`config.mk`:
```
export PLATFORM = sky130hd
export DESIGN_NAME = audio_bitcrusher_dpcm
export DESIGN_NICKNAME = d
export VERILOG_FILES = /design/src/hdl/abd_pkg.sv /design/src/hdl/audio_bitcrusher_dpcm.sv /design/src/hdl/abd_fifo.sv /design/src/hdl/abd_front.sv /design/src/hdl/abd_back.sv
export SDC_FILE = /design/constraint.sdc
export NUM_CORES = 2
export LEC_CHECK = 0
export BUFFER_PORTS_ARGS = -buffer_cell sky130_fd_sc_hd__buf_2
export CORE_MARGIN = 1.5
export CORE_UTILIZATION = 60
export CTS_BUF_LIST = sky130_fd_sc_hd__clkbuf_4
export DETAILED_ROUTE_END_ITERATION = 8
export PLACE_DENSITY_LB_ADDON = 0.1
export SETUP_SLACK_MARGIN = 0.5
export SLEW_MARGIN = 5
export SYNTH_ARGS = -nofsm -noshare
export SYNTH_HDL_FRONTEND = slang
export SYNTH_SLANG_ARGS = --single-unit
```
`constraint.sdc`:
```
create_clock -name clk -period 23.6 [get_ports clk]
set_clock_uncertainty 0.1 [all_clocks]
set_input_delay 2.36 -clock clk [delete_from_list [all_inputs] [get_ports clk]]
set_output_delay 2.36 -clock clk [all_outputs]
set_load 0.03 [all_outputs]
```
`src/hdl/abd_pkg.sv`:
```
// Package for the audio bitcrusher: shared types, register codes and constants.
// Used by the front, the back and the top level; it depends on nothing else.
package abd_pkg;

	// Default sample width, Q1.(SAMPLE_BITS-1).
	localparam int SAMPLE_BITS_DEF = 16;

	// Largest DPCM step width; wider settings are cut back to this.
	localparam int MAX_SLOPE_BITS = 4;

	// Depth of the queues between the parts of the block.
	localparam int QUEUE_DEPTH = 2;

	// Phase accumulator and interpolation weight widths, Q16.
	localparam int PHASE_W = 26;
	localparam int T_W = 17;
	localparam int ONE_Q16 = 65536;
	localparam int HALF_Q16 = 32768;

	// Gain is Q4.12.
	localparam int GAIN_FRAC = 12;
	localparam int GAIN_HALF = 2048;

	// Configuration port.
	localparam int CFG_IDX_W = 3;
	localparam int CFG_DATA_W = 24;

	localparam logic [CFG_IDX_W-1:0] CFG_HOLD_STEP = 3'd0;
	localparam logic [CFG_IDX_W-1:0] CFG_GAIN = 3'd1;
	localparam logic [CFG_IDX_W-1:0] CFG_BIT_DEPTH = 3'd2;
	localparam logic [CFG_IDX_W-1:0] CFG_DPCM_MODE = 3'd3;
	localparam logic [CFG_IDX_W-1:0] CFG_SLOPE_BITS = 3'd4;

	// Register values after reset.
	localparam logic [23:0] RST_HOLD_STEP = 24'd65536;
	localparam logic [15:0] RST_GAIN = 16'd4096;
	localparam logic [3:0] RST_BIT_DEPTH = 4'd7;
	localparam logic RST_DPCM_MODE = 1'b0;
	localparam logic [2:0] RST_SLOPE_BITS = 3'd1;

	// Effective configuration, already limited to the ranges the datapath handles.
	typedef struct packed {
		logic [23:0] hold_step; // at least 1.0
		logic [15:0] gain;
		logic [4:0]  depth;     // quantiser bits b
		logic [4:0]  shift;     // SAMPLE_BITS - b
		logic        dpcm;
		logic [2:0]  slope;     // DPCM step bits s
	} cfg_t;

	typedef enum logic [1:0] {
		FS_EMPTY,
		FS_PREV,
		FS_CUR
	} front_state_t;

	typedef enum logic [1:0] {
		BS_IDLE,
		BS_QUANT,
		BS_EMIT
	} back_state_t;

endpackage

```
`src/hdl/audio_bitcrusher_dpcm.sv`:
```
// Audio bitcrusher: gain and clip, sample-and-hold rate reduction with linear
// interpolation at each hold point, then a PCM or DPCM amplitude quantiser. Samples
// enter through a queue-style push port and one result leaves per sample through a
// queue-style pop port. The single multiplier of the front forms the gain products
// of the previous and then the current sample, and the front can take a new sample
// while it hands the last one on. The back works on one sample at a time: at a hold
// point it forms the interpolation product, rounds to a level and chooses the level,
// and otherwise it hands on the held level. A two-entry queue decouples the front
// from the back and another holds results.
// Configuration is written through a valid/ready port that is always ready.
// Depends on abd_pkg, abd_fifo, abd_front and abd_back.
module audio_bitcrusher_dpcm
	import abd_pkg::*;
#(
	parameter int SAMPLE_BITS = SAMPLE_BITS_DEF
) (
	input  logic                          clk,
	input  logic                          arst_n,
	input  logic                          push,
	output logic                          full,
	input  logic signed [SAMPLE_BITS-1:0] sample,
	input  logic                          clip_start,
	input  logic                          cfg_valid,
	output logic                          cfg_ready,
	input  logic [CFG_IDX_W-1:0]          cfg_index,
	input  logic [CFG_DATA_W-1:0]         cfg_data,
	output logic                          empty,
	input  logic                          pop,
	output logic signed [SAMPLE_BITS:0]   crushed,
	output logic signed [15:0]            level_index,
	output logic                          hold_point
);

	localparam int MidW = 2 * (SAMPLE_BITS + 1) + T_W + 2;
	localparam int OutW = SAMPLE_BITS + 1 + 16 + 1;

	logic [23:0] hold_step_q;
	logic [15:0] gain_q;
	logic [3:0]  bit_depth_q;
	logic        dpcm_mode_q;
	logic [2:0]  slope_bits_q;

	logic [4:0] depth_w;
	logic [4:0] depth_eff;
	logic [2:0] slope_eff;
	cfg_t       cfg_eff;

	logic            mid_push;
	logic [MidW-1:0] mid_wdata;
	logic            mid_full;
	logic            mid_pop;
	logic [MidW-1:0] mid_rdata;
	logic            mid_empty;

	logic            out_push;
	logic [OutW-1:0] out_wdata;
	logic            out_full;
	logic [OutW-1:0] out_rdata;

	// Configuration registers; every transaction is taken at once.
	assign cfg_ready = 1'b1;

	always_ff @(posedge clk or negedge arst_n) begin
		if (!arst_n) begin
			hold_step_q <= RST_HOLD_STEP;
			gain_q <= RST_GAIN;
			bit_depth_q <= RST_BIT_DEPTH;
			dpcm_mode_q <= RST_DPCM_MODE;
			slope_bits_q <= RST_SLOPE_BITS;
		end else if (cfg_valid && cfg_ready) begin
			case (cfg_index)
				CFG_HOLD_STEP: begin
					hold_step_q <= cfg_data[23:0];
				end
				CFG_GAIN: begin
					gain_q <= cfg_data[15:0];
				end
				CFG_BIT_DEPTH: begin
					bit_depth_q <= cfg_data[3:0];
				end
				CFG_DPCM_MODE: begin
					dpcm_mode_q <= cfg_data[0];
				end
				CFG_SLOPE_BITS: begin
					slope_bits_q <= cfg_data[2:0];
				end
				default: begin
				end
			endcase
		end
	end

	// Settings out of range are limited to the nearest usable value.
	assign depth_w = {1'b0, bit_depth_q};
	assign depth_eff = (depth_w == 5'd0) ? 5'd1 :
		(depth_w > 5'(SAMPLE_BITS - 1)) ? 5'(SAMPLE_BITS - 1) : depth_w;
	assign slope_eff = (slope_bits_q == 3'd0) ? 3'd1 :
		(slope_bits_q > 3'(MAX_SLOPE_BITS)) ? 3'(MAX_SLOPE_BITS) : slope_bits_q;

	always_comb begin
		cfg_eff.hold_step = (hold_step_q < 24'(ONE_Q16)) ? 24'(ONE_Q16) : hold_step_q;
		cfg_eff.gain = gain_q;
		cfg_eff.depth = depth_eff;
		cfg_eff.shift = 5'(SAMPLE_BITS) - depth_eff;
		cfg_eff.dpcm = dpcm_mode_q;
		cfg_eff.slope = slope_eff;
	end

	// Front: accept, phase and gain.
	abd_front #(
		.SAMPLE_BITS(SAMPLE_BITS)
	) u_front (
		.clk(clk),
		.arst_n(arst_n),
		.push(push),
		.full(full),
		.sample(sample),
		.clip_start(clip_start),
		.cfg(cfg_eff),
		.mid_push(mid_push),
		.mid_data(mid_wdata),
		.mid_full(mid_full)
	);

	// Queue between front and back.
	abd_fifo #(
		.WIDTH(MidW),
		.DEPTH(QUEUE_DEPTH)
	) u_mid_fifo (
		.clk(clk),
		.arst_n(arst_n),
		.push(mid_push),
		.wdata(mid_wdata),
		.full(mid_full),
		.pop(mid_pop),
		.rdata(mid_rdata),
		.empty(mid_empty)
	);

	// Back: interpolation and quantiser.
	abd_back #(
		.SAMPLE_BITS(SAMPLE_BITS)
	) u_back (
		.clk(clk),
		.arst_n(arst_n),
		.cfg(cfg_eff),
		.mid_data(mid_rdata),
		.mid_empty(mid_empty),
		.mid_pop(mid_pop),
		.out_push(out_push),
		.out_data(out_wdata),
		.out_full(out_full)
	);

	// Result queue.
	abd_fifo #(
		.WIDTH(OutW),
		.DEPTH(QUEUE_DEPTH)
	) u_out_fifo (
		.clk(clk),
		.arst_n(arst_n),
		.push(out_push),
		.wdata(out_wdata),
		.full(out_full),
		.pop(pop),
		.rdata(out_rdata),
		.empty(empty)
	);

	assign crushed = out_rdata[OutW-1 -: SAMPLE_BITS + 1];
	assign level_index = out_rdata[16:1];
	assign hold_point = out_rdata[0];

`ifndef NO_ASSERTIONS
	// A level value is a whole multiple of the level spacing.
	a_level_grid: assert property (@(posedge clk) disable iff (!arst_n)
		!empty |-> ((crushed & (((SAMPLE_BITS + 1)'(1) << cfg_eff.shift)
			- (SAMPLE_BITS + 1)'(1))) == '0))
		else $error("crushed value off the level grid");

	// One quantiser bit leaves only the levels zero and full scale.
	a_one_bit_levels: assert property (@(posedge clk) disable iff (!arst_n)
		(!empty && hold_point && cfg_eff.depth == 5'd1) |->
			(crushed == '0 || crushed == ((SAMPLE_BITS + 1)'(1) << (SAMPLE_BITS - 1))))
		else $error("one-bit quantiser gave a level other than zero or full scale");
`endif

endmodule

```
`src/hdl/abd_fifo.sv`:
```
// Small first-in first-out queue built from registers.
// Generic; it uses no package.
module abd_fifo #(
	parameter int WIDTH = 8,
	parameter int DEPTH = 2,
	localparam int PtrW = (DEPTH > 1) ? $clog2(DEPTH) : 1,
	localparam int CntW = $clog2(DEPTH + 1)
) (
	input  logic             clk,
	input  logic             arst_n,
	input  logic             push,
	input  logic [WIDTH-1:0] wdata,
	output logic             full,
	input  logic             pop,
	output logic [WIDTH-1:0] rdata,
	output logic             empty
);

	logic [WIDTH-1:0] mem_q [DEPTH];
	logic [PtrW-1:0]  wr_q;
	logic [PtrW-1:0]  rd_q;
	logic [CntW-1:0]  cnt_q;
	logic             do_push;
	logic             do_pop;

	// Status and the head entry.
	assign full = (cnt_q == CntW'(DEPTH));
	assign empty = (cnt_q == '0);
	assign do_push = push && !full;
	assign do_pop = pop && !empty;
	assign rdata = mem_q[rd_q];

	// Storage needs no reset.
	always_ff @(posedge clk) begin
		if (do_push) begin
			mem_q[wr_q] <= wdata;
		end
	end

	// Pointers and fill count.
	always_ff @(posedge clk or negedge arst_n) begin
		if (!arst_n) begin
			wr_q <= '0;
			rd_q <= '0;
			cnt_q <= '0;
		end else begin
			if (do_push) begin
				wr_q <= (wr_q == PtrW'(DEPTH - 1)) ? '0 : wr_q + 1'b1;
			end
			if (do_pop) begin
				rd_q <= (rd_q == PtrW'(DEPTH - 1)) ? '0 : rd_q + 1'b1;
			end
			case ({do_push, do_pop})
				2'b10: begin
					cnt_q <= cnt_q + 1'b1;
				end
				2'b01: begin
					cnt_q <= cnt_q - 1'b1;
				end
				default: begin
					cnt_q <= cnt_q;
				end
			endcase
		end
	end

endmodule

```
`src/hdl/abd_front.sv`:
```
// Front of the bitcrusher: takes samples, runs the hold-point phase accumulator
// and applies the gain and clip to both samples. Depends on abd_pkg.
module abd_front
	import abd_pkg::*;
#(
	parameter int SAMPLE_BITS = SAMPLE_BITS_DEF,
	localparam int MidW = 2 * (SAMPLE_BITS + 1) + T_W + 2
) (
	input  logic                          clk,
	input  logic                          arst_n,
	input  logic                          push,
	output logic                          full,
	input  logic signed [SAMPLE_BITS-1:0] sample,
	input  logic                          clip_start,
	input  cfg_t                          cfg,
	output logic                          mid_push,
	output logic [MidW-1:0]               mid_data,
	input  logic                          mid_full
);

	localparam int ProdW = SAMPLE_BITS + 17;
	localparam logic signed [ProdW-1:0] FullPos = ProdW'(1) <<< (SAMPLE_BITS - 1);
	localparam logic signed [ProdW-1:0] FullNeg = -FullPos;

	front_state_t state_q;
	front_state_t state_d;
	logic accept;

	logic signed [PHASE_W-1:0] npos_q;
	logic signed [PHASE_W-1:0] pos;
	logic signed [PHASE_W-1:0] npos_d;
	logic hold_w;
	logic [T_W-1:0] t_w;

	logic signed [SAMPLE_BITS-1:0] prev_input_q;
	logic signed [SAMPLE_BITS-1:0] cur_raw_s1;
	logic signed [SAMPLE_BITS-1:0] prev_raw_s1;
	logic hold_s1;
	logic start_s1;
	logic [T_W-1:0] t_s1;
	logic signed [SAMPLE_BITS:0] sprev_s1;

	logic signed [SAMPLE_BITS-1:0] mul_in;
	logic signed [ProdW-1:0] prod;
	logic signed [ProdW-1:0] rnd;
	logic signed [SAMPLE_BITS:0] scaled;

	assign accept = push && !full;

	// Phase accumulator: a clip start puts the hold point on this sample.
	assign pos = clip_start ? '0 : npos_q;
	assign hold_w = pos[PHASE_W-1] || (pos == '0);
	assign t_w = T_W'(pos + PHASE_W'(ONE_Q16));
	assign npos_d = pos + (hold_w ? $signed({2'b00, cfg.hold_step}) : PHASE_W'(0))
		- PHASE_W'(ONE_Q16);

	// One multiplier serves the previous sample, then the current one.
	assign mul_in = (state_q == FS_PREV) ? prev_raw_s1 : cur_raw_s1;
	assign prod = mul_in * $signed({1'b0, cfg.gain});
	assign rnd = (prod + ProdW'(GAIN_HALF)) >>> GAIN_FRAC;
	assign scaled = (rnd > FullPos) ? FullPos[SAMPLE_BITS:0] :
		(rnd < FullNeg) ? FullNeg[SAMPLE_BITS:0] : rnd[SAMPLE_BITS:0];

	assign mid_data = {sprev_s1, scaled, t_s1, hold_s1, start_s1};

	// State register.
	always_ff @(posedge clk or negedge arst_n) begin
		if (!arst_n) begin
			state_q <= FS_EMPTY;
		end else begin
			state_q <= state_d;
		end
	end

	// Next state; the stage frees itself in the cycle that it hands on.
	always_comb begin
		state_d = state_q;
		full = 1'b0;
		mid_push = 1'b0;
		case (state_q)
			FS_EMPTY: begin
				if (push) begin
					state_d = FS_PREV;
				end
			end
			FS_PREV: begin
				full = 1'b1;
				state_d = FS_CUR;
			end
			FS_CUR: begin
				if (mid_full) begin
					full = 1'b1;
				end else begin
					mid_push = 1'b1;
					state_d = push ? FS_PREV : FS_EMPTY;
				end
			end
			default: begin
				state_d = FS_EMPTY;
			end
		endcase
	end

	// Running state carried from sample to sample.
	always_ff @(posedge clk or negedge arst_n) begin
		if (!arst_n) begin
			npos_q <= '0;
			prev_input_q <= '0;
		end else if (accept) begin
			npos_q <= npos_d;
			prev_input_q <= sample;
		end
	end

	// Stage register of the accepted sample.
	always_ff @(posedge clk) begin
		if (accept) begin
			cur_raw_s1 <= sample;
			prev_raw_s1 <= prev_input_q;
			hold_s1 <= hold_w;
			start_s1 <= clip_start;
			t_s1 <= t_w;
		end
		if (state_q == FS_PREV) begin
			sprev_s1 <= scaled;
		end
	end

endmodule

```
`src/hdl/abd_back.sv`:
```
// Back of the bitcrusher: interpolation at hold points, PCM or DPCM level
// choice and the held level. Depends on abd_pkg.
module abd_back
	import abd_pkg::*;
#(
	parameter int SAMPLE_BITS = SAMPLE_BITS_DEF,
	localparam int MidW = 2 * (SAMPLE_BITS + 1) + T_W + 2,
	localparam int OutW = SAMPLE_BITS + 1 + 16 + 1
) (
	input  logic            clk,
	input  logic            arst_n,
	input  cfg_t            cfg,
	input  logic [MidW-1:0] mid_data,
	input  logic            mid_empty,
	output logic            mid_pop,
	output logic            out_push,
	output logic [OutW-1:0] out_data,
	input  logic            out_full
);

	localparam int LW = SAMPLE_BITS + 1;
	localparam int IW = SAMPLE_BITS + 20;
	localparam int QW = SAMPLE_BITS + 2;

	back_state_t state_q;
	back_state_t state_d;

	logic signed [SAMPLE_BITS:0] m_prev;
	logic signed [SAMPLE_BITS:0] m_cur;
	logic [T_W-1:0] m_t;
	logic m_hold;
	logic m_start;

	logic signed [SAMPLE_BITS+1:0] diff;
	logic signed [IW-1:0] iprod;
	logic signed [IW-1:0] irnd;
	logic signed [IW-1:0] vsum;

	logic signed [LW-1:0] v_q;
	logic hold_q;
	logic start_q;
	logic signed [LW-1:0] k0_q;

	logic signed [QW-1:0] qv;
	logic signed [QW-1:0] k0;

	logic signed [SAMPLE_BITS-1:0] held_q;
	logic signed [SAMPLE_BITS-1:0] dpcm_q;

	logic signed [LW-1:0] kmax;
	logic signed [LW-1:0] kmin;
	logic signed [LW-1:0] base;
	logic signed [LW-1:0] halfs;
	logic signed [LW-1:0] bm;
	logic signed [LW-1:0] bp;
	logic signed [LW-1:0] lo;
	logic signed [LW-1:0] hi;
	logic signed [LW-1:0] kc;
	logic signed [LW-1:0] dn;
	logic signed [LW-1:0] up;
	logic signed [LW-1:0] bq;
	logic signed [LW-1:0] dk;
	logic signed [LW-1:0] pcm_k;
	logic signed [LW-1:0] k_new;
	logic signed [LW-1:0] k_out;
	logic signed [LW-1:0] crushed_w;
	logic signed [LW+15:0] lvl_ext;

	function automatic logic signed [LW-1:0] clampv(
		input logic signed [LW-1:0] x,
		input logic signed [LW-1:0] lo_b,
		input logic signed [LW-1:0] hi_b
	);
		logic signed [LW-1:0] r;
		r = x;
		if (r < lo_b) begin
			r = lo_b;
		end
		if (r > hi_b) begin
			r = hi_b;
		end
		return r;
	endfunction

	// Fields of the head entry of the queue from the front.
	assign m_prev = mid_data[MidW-1 -: SAMPLE_BITS + 1];
	assign m_cur = mid_data[MidW-1-(SAMPLE_BITS+1) -: SAMPLE_BITS + 1];
	assign m_t = mid_data[T_W+1:2];
	assign m_hold = mid_data[1];
	assign m_start = mid_data[0];

	// Linear interpolation between the two scaled samples, rounded half up.
	assign diff = $signed({m_cur[SAMPLE_BITS], m_cur}) - $signed({m_prev[SAMPLE_BITS], m_prev});
	assign iprod = diff * $signed({1'b0, m_t});
	assign irnd = (iprod + IW'(HALF_Q16)) >>> 16;
	assign vsum = IW'(m_prev) + irnd;

	// Nearest level, ties to the lower one, before any range limit.
	assign qv = QW'(v_q) + ((QW'(1) <<< cfg.shift) >>> 1) - QW'(1);
	assign k0 = qv >>> cfg.shift;

	// Level range for the current depth.
	assign kmax = LW'(1) <<< (cfg.depth - 5'd1);
	assign kmin = LW'(1) - kmax;
	assign pcm_k = clampv(k0_q, kmin, kmax);

	// DPCM: the nearest level within reach of the clamped base, never the base itself.
	assign base = clampv(start_q ? LW'(0) : LW'(dpcm_q), kmin, kmax);
	assign halfs = LW'(1) <<< (cfg.slope - 3'd1);
	assign bm = base - halfs;
	assign bp = base + halfs;
	assign lo = (bm < kmin) ? kmin : bm;
	assign hi = (bp > kmax) ? kmax : bp;
	assign kc = clampv(k0_q, lo, hi);
	assign dn = base - LW'(1);
	assign up = base + LW'(1);
	assign bq = base <<< cfg.shift;
	assign dk = (kc != base) ? kc :
		(dn < kmin) ? up :
		(up > kmax) ? dn :
		(v_q <= bq) ? dn : up;

	assign k_new = cfg.dpcm ? dk : pcm_k;
	assign k_out = hold_q ? k_new : LW'(held_q);
	assign crushed_w = k_out <<< cfg.shift;
	assign lvl_ext = (LW + 16)'(k_out);
	assign out_data = {crushed_w, lvl_ext[15:0], hold_q};

	// State register.
	always_ff @(posedge clk or negedge arst_n) begin
		if (!arst_n) begin
			state_q <= BS_IDLE;
		end else begin
			state_q <= state_d;
		end
	end

	// Sequencer: interpolate, quantise at a hold point, then hand the result over.
	always_comb begin
		state_d = state_q;
		mid_pop = 1'b0;
		out_push = 1'b0;
		case (state_q)
			BS_IDLE: begin
				if (!mid_empty) begin
					mid_pop = 1'b1;
					state_d = m_hold ? BS_QUANT : BS_EMIT;
				end
			end
			BS_QUANT: begin
				state_d = BS_EMIT;
			end
			BS_EMIT: begin
				if (!out_full) begin
					out_push = 1'b1;
					state_d = BS_IDLE;
				end
			end
			default: begin
				state_d = BS_IDLE;
			end
		endcase
	end

	// Working registers of the item in hand.
	always_ff @(posedge clk) begin
		if (mid_pop) begin
			v_q <= vsum[SAMPLE_BITS:0];
			hold_q <= m_hold;
			start_q <= m_start;
		end
		if (state_q == BS_QUANT) begin
			k0_q <= k0[SAMPLE_BITS:0];
		end
	end

	// Held level and DPCM running level, updated when a hold point leaves.
	always_ff @(posedge clk or negedge arst_n) begin
		if (!arst_n) begin
			held_q <= '0;
			dpcm_q <= '0;
		end else if (out_push && hold_q) begin
			held_q <= k_new[SAMPLE_BITS-1:0];
			if (cfg.dpcm) begin
				dpcm_q <= k_new[SAMPLE_BITS-1:0];
			end else if (start_q) begin
				dpcm_q <= '0;
			end
		end
	end

endmodule
```
==> run_results.csv <==
group,metric,value,unit
logic_synthesis,async_reset_ff_share,32.5,%
logic_synthesis,yosysTopAreaCell,"fa_1",
cts,clock-sinks,412,
floorplan,rows,106,
logic_synthesis,synth_ff_type,"edfxtp_1",
global_routing,antenna_found_initial,3,
place,dpl-instance-area,52700,µm²
critical_path,required,24.07,ns
critical_path,critPathMaxFanout,19,
global_routing,grtUsageTotal,38.2,%
sta,holdWs,0.336,ns
logic_synthesis,synthCells,5437,
logic_synthesis,ys_seq_elements,412,
critical_path,slowest_stage,"dfstp_2",
cts,clock-root-buffer,"clkbuf_4",
global_routing,grt.overflow.total,0,
global_routing,gr-max-usage-layer,"met2",
sta,worstMarginPinSlew,1.14,ns
place,place_congestion,1.07,
sta,finalCritPeriodShare,91.7,%
logic_synthesis,synth_warnings,0,
floorplan,die_x,293,µm
sta,fin_tns_setup,0,ns
floorplan,coreArea,83400,µm²
routing,wl,162,mm
floorplan,die_h,293,µm
critical_path,worst_setup_path_start_kind,"register",
sta,min_period,21.65,ns
cts,cts_setup_buffers,0,
routing,num_vias,41500,
place,hpwl,131,mm
critical_path,crit_buf_inv,10,
global_routing,grt_pass1_wl,248,mm
critical_path,cp_data_arrival_time,22.12,ns
logic_synthesis,synth_edf_count,278,
global_routing,grt_max_degree,66,
cells_and_area,area_growth,7.26,%
cells_and_area,design_area,54100,µm²
cts,ctsHoldBuffers,0,
routing,route.detailed.drc,0,
sta,finalHoldViolations,0,
sta,rsz0062_at_grt,"false",
routing,initialDrtViolationCount,3618,
sta,slew_headroom,23.9,%
global_routing,grtUsageMet3,6.79,%
cts,clock_path_buffers,3,
logic_synthesis,synthTopCellsByArea,"fa_1 (19%), edfxtp_1 (17%), ha_1 (13%), dfrtp_1 (6.3%), inv_1 (5.7%)",
cts,clk-insertion-delay-late,0.95,ns
routing,ant_nets,0,
flow_run,cap_violations,0,
sta,setup_violations,0,
routing,first_pass_iters,8,
global_routing,use_met2,61.4,%
worst_hold_path,hp-class,"register to register",
logic_synthesis,syn_avg_cell_area,9.28,µm²
logic_synthesis,synth_top_area_share,19.4,%
global_routing,met1_usage,50.6,%
critical_path,cp-end-kind,"register",
logic_synthesis,synth_cell_type_count,116,
floorplan,dieArea,85900,µm²
logic_synthesis,synth_area,50500,µm²
routing,viasPerCell,6.14,
cells_and_area,finish.utilization,64.9,%
cts,cts-resized-gates,0,
logic_synthesis,yosysSeqAreaShare,23.2,%
cts,clk_pin_slew_worst_paths,0.08,ns
cells_and_area,layout-drive-gt1-share,11.8,%
critical_path,worst_path_most_repeated_cell,"ha_1",
routing,wire_per_inst,24.0,µm
critical_path,worst_path_largest_cell_delay,0.72,ns
cells_and_area,fin_nets,6659,
place,io_buffers,84,
floorplan,initial_core_util,60.5,%
cts,htree_num_levels,3,
cts,cts_made_buffers,102,
run_status,status,"finished, final reports clean",
cts,tritoncts,"yes",
sta,max_freq,46.2,MHz
floorplan,ioPinCount,86,
global_routing,grt_pass1_vias,41500,
sta,maxSlewViolCount,0,
critical_path,criticalPathCategory,"register to register",
critical_path,cpLargestDelayFamily,"compound AO/OA/AOI/OAI gates",
-- worst reg2reg max path: cells and delay by family, from the launching register on --
kind                       cells  cell delay [ns]
xor gates and xnor gates       1             0.37
muxes                          5             2.01
DFF                            1             0.72
and+or+nand+nor               29             6.15
AOI/OAI and AO/OA             24             6.61
buffers and inverters         10             2.20
adders and majority gates      9             3.20
-- synth_stat cells (24+ instances only) --
library cell	n
or2_2	24
o21ai_0	221
nand2_1	675
mux2i_1	108
nor2_1	382
clkbuf_1	173
nand2b_1	46
a21o_1	59
nand4_1	38
dfrtp_1	128
nor4_1	24
inv_1	767
edfxtp_1	278
a21oi_1	181
and2_1	131
fa_1	490
o21a_1	34
a31oi_1	31
o21bai_1	39
o211ai_1	30
xor2_1	40
nand3_1	67
mux2_2	148
ha_1	543
nor2b_1	85
xnor2_1	182
a211oi_1	41
nor3_1	64
-- per-stage QoR --
stage               setup slack (ns)  cells
floorplan                       2.59   5441
detailed placement              1.78   6553
global route                   0.528   6748
global placement                1.99   6553
CTS                             1.65   6744
finish                          1.95   6749
-- cell type report --
cell class                      instances  area, µm²
Antenna cell                            5       12.5
Sequential cell                       412      11700
Timing Repair Buffer                  237       1590
Clock inverter                         44        303
Tap cell                             1080       1350
Clock buffer                          147       1100
Inverter                              777       2920
Fill cell                            6907      29300
Multi-Input combinational cell       4047      35200
-- registers in the layout (all words and copies together) (netlist names), 17 cells and up --
signal / flops
u_front.t_s1: 17
u_out_fifo.mem_q: 68
u_front.npos_q: 26
u_back.k0_q: 17
u_back.v_q: 17
hold_step_q: 24
u_mid_fifo.mem_q: 106
u_front.sprev_s1: 17
-- layer usage --
metal / up-vias / wire length [µm]
li1: 18700 / -
met1: 20400 / 66000
met2: 1980 / 73700
met3: 406 / 13800
met4: 2 / 8390
met5: - / 11
-- worst paths after layout --
path | startpoint | slack, ns | depth (start not counted) | end
max | bit_depth_q[2] | 1.95 | 78 | u_out_fifo.mem_q[0][24]
min | u_front.sprev_s1[11] | 0.34 | 0 | u_mid_fifo.mem_q[0][47]
max reg2reg | bit_depth_q[2] | 1.95 | 78 | u_out_fifo.mem_q[0][24]
min reg2reg | u_front.sprev_s1[11] | 0.34 | 0 | u_mid_fifo.mem_q[0][47]
max in group asynchronous | arst_n | 20.94 | 2 | hold_step_q[12]
min in group asynchronous | arst_n | 1.24 | 1 | u_front.prev_input_q[11]
-- cells by family (layout without fill, tap and decap cells) --
group,after synthesis,count (layout),synth area share (%)
buf+inv,982,1205,7.42
mux,266,266,5.74
xor+xnor,224,224,3.92
flops,412,412,23.2
other cells,1,10,0.00743
compound gates,887,887,11.8
fa+ha+maj,1033,1033,32.9
simple gates,1632,1632,15.0
-- layout by cell type, fill, tap and decap left out, types with 34 or more instances in the layout --
cell	count
a211oi_1	40
a21o_1	58
a21oi_1	181
and2_1	131
buf_2	83
buf_4	152
clkbuf_4	147
dfrtp_1	126
edfxtp_1	278
fa_1	490
ha_1	539
inv_1	766
mux2_2	148
mux2i_1	107
nand2_1	674
nand2b_1	46
nand3_1	66
nand4_1	38
nor2_1	378
nor2b_1	85
nor3_1	63
o21a_1	34
o21ai_0	220
o21bai_1	39
xnor2_1	182
xor2_1	40
Power is not shown: default switching activity piles up to over one toggle a cycle in this logic, so the estimate is an artifact.
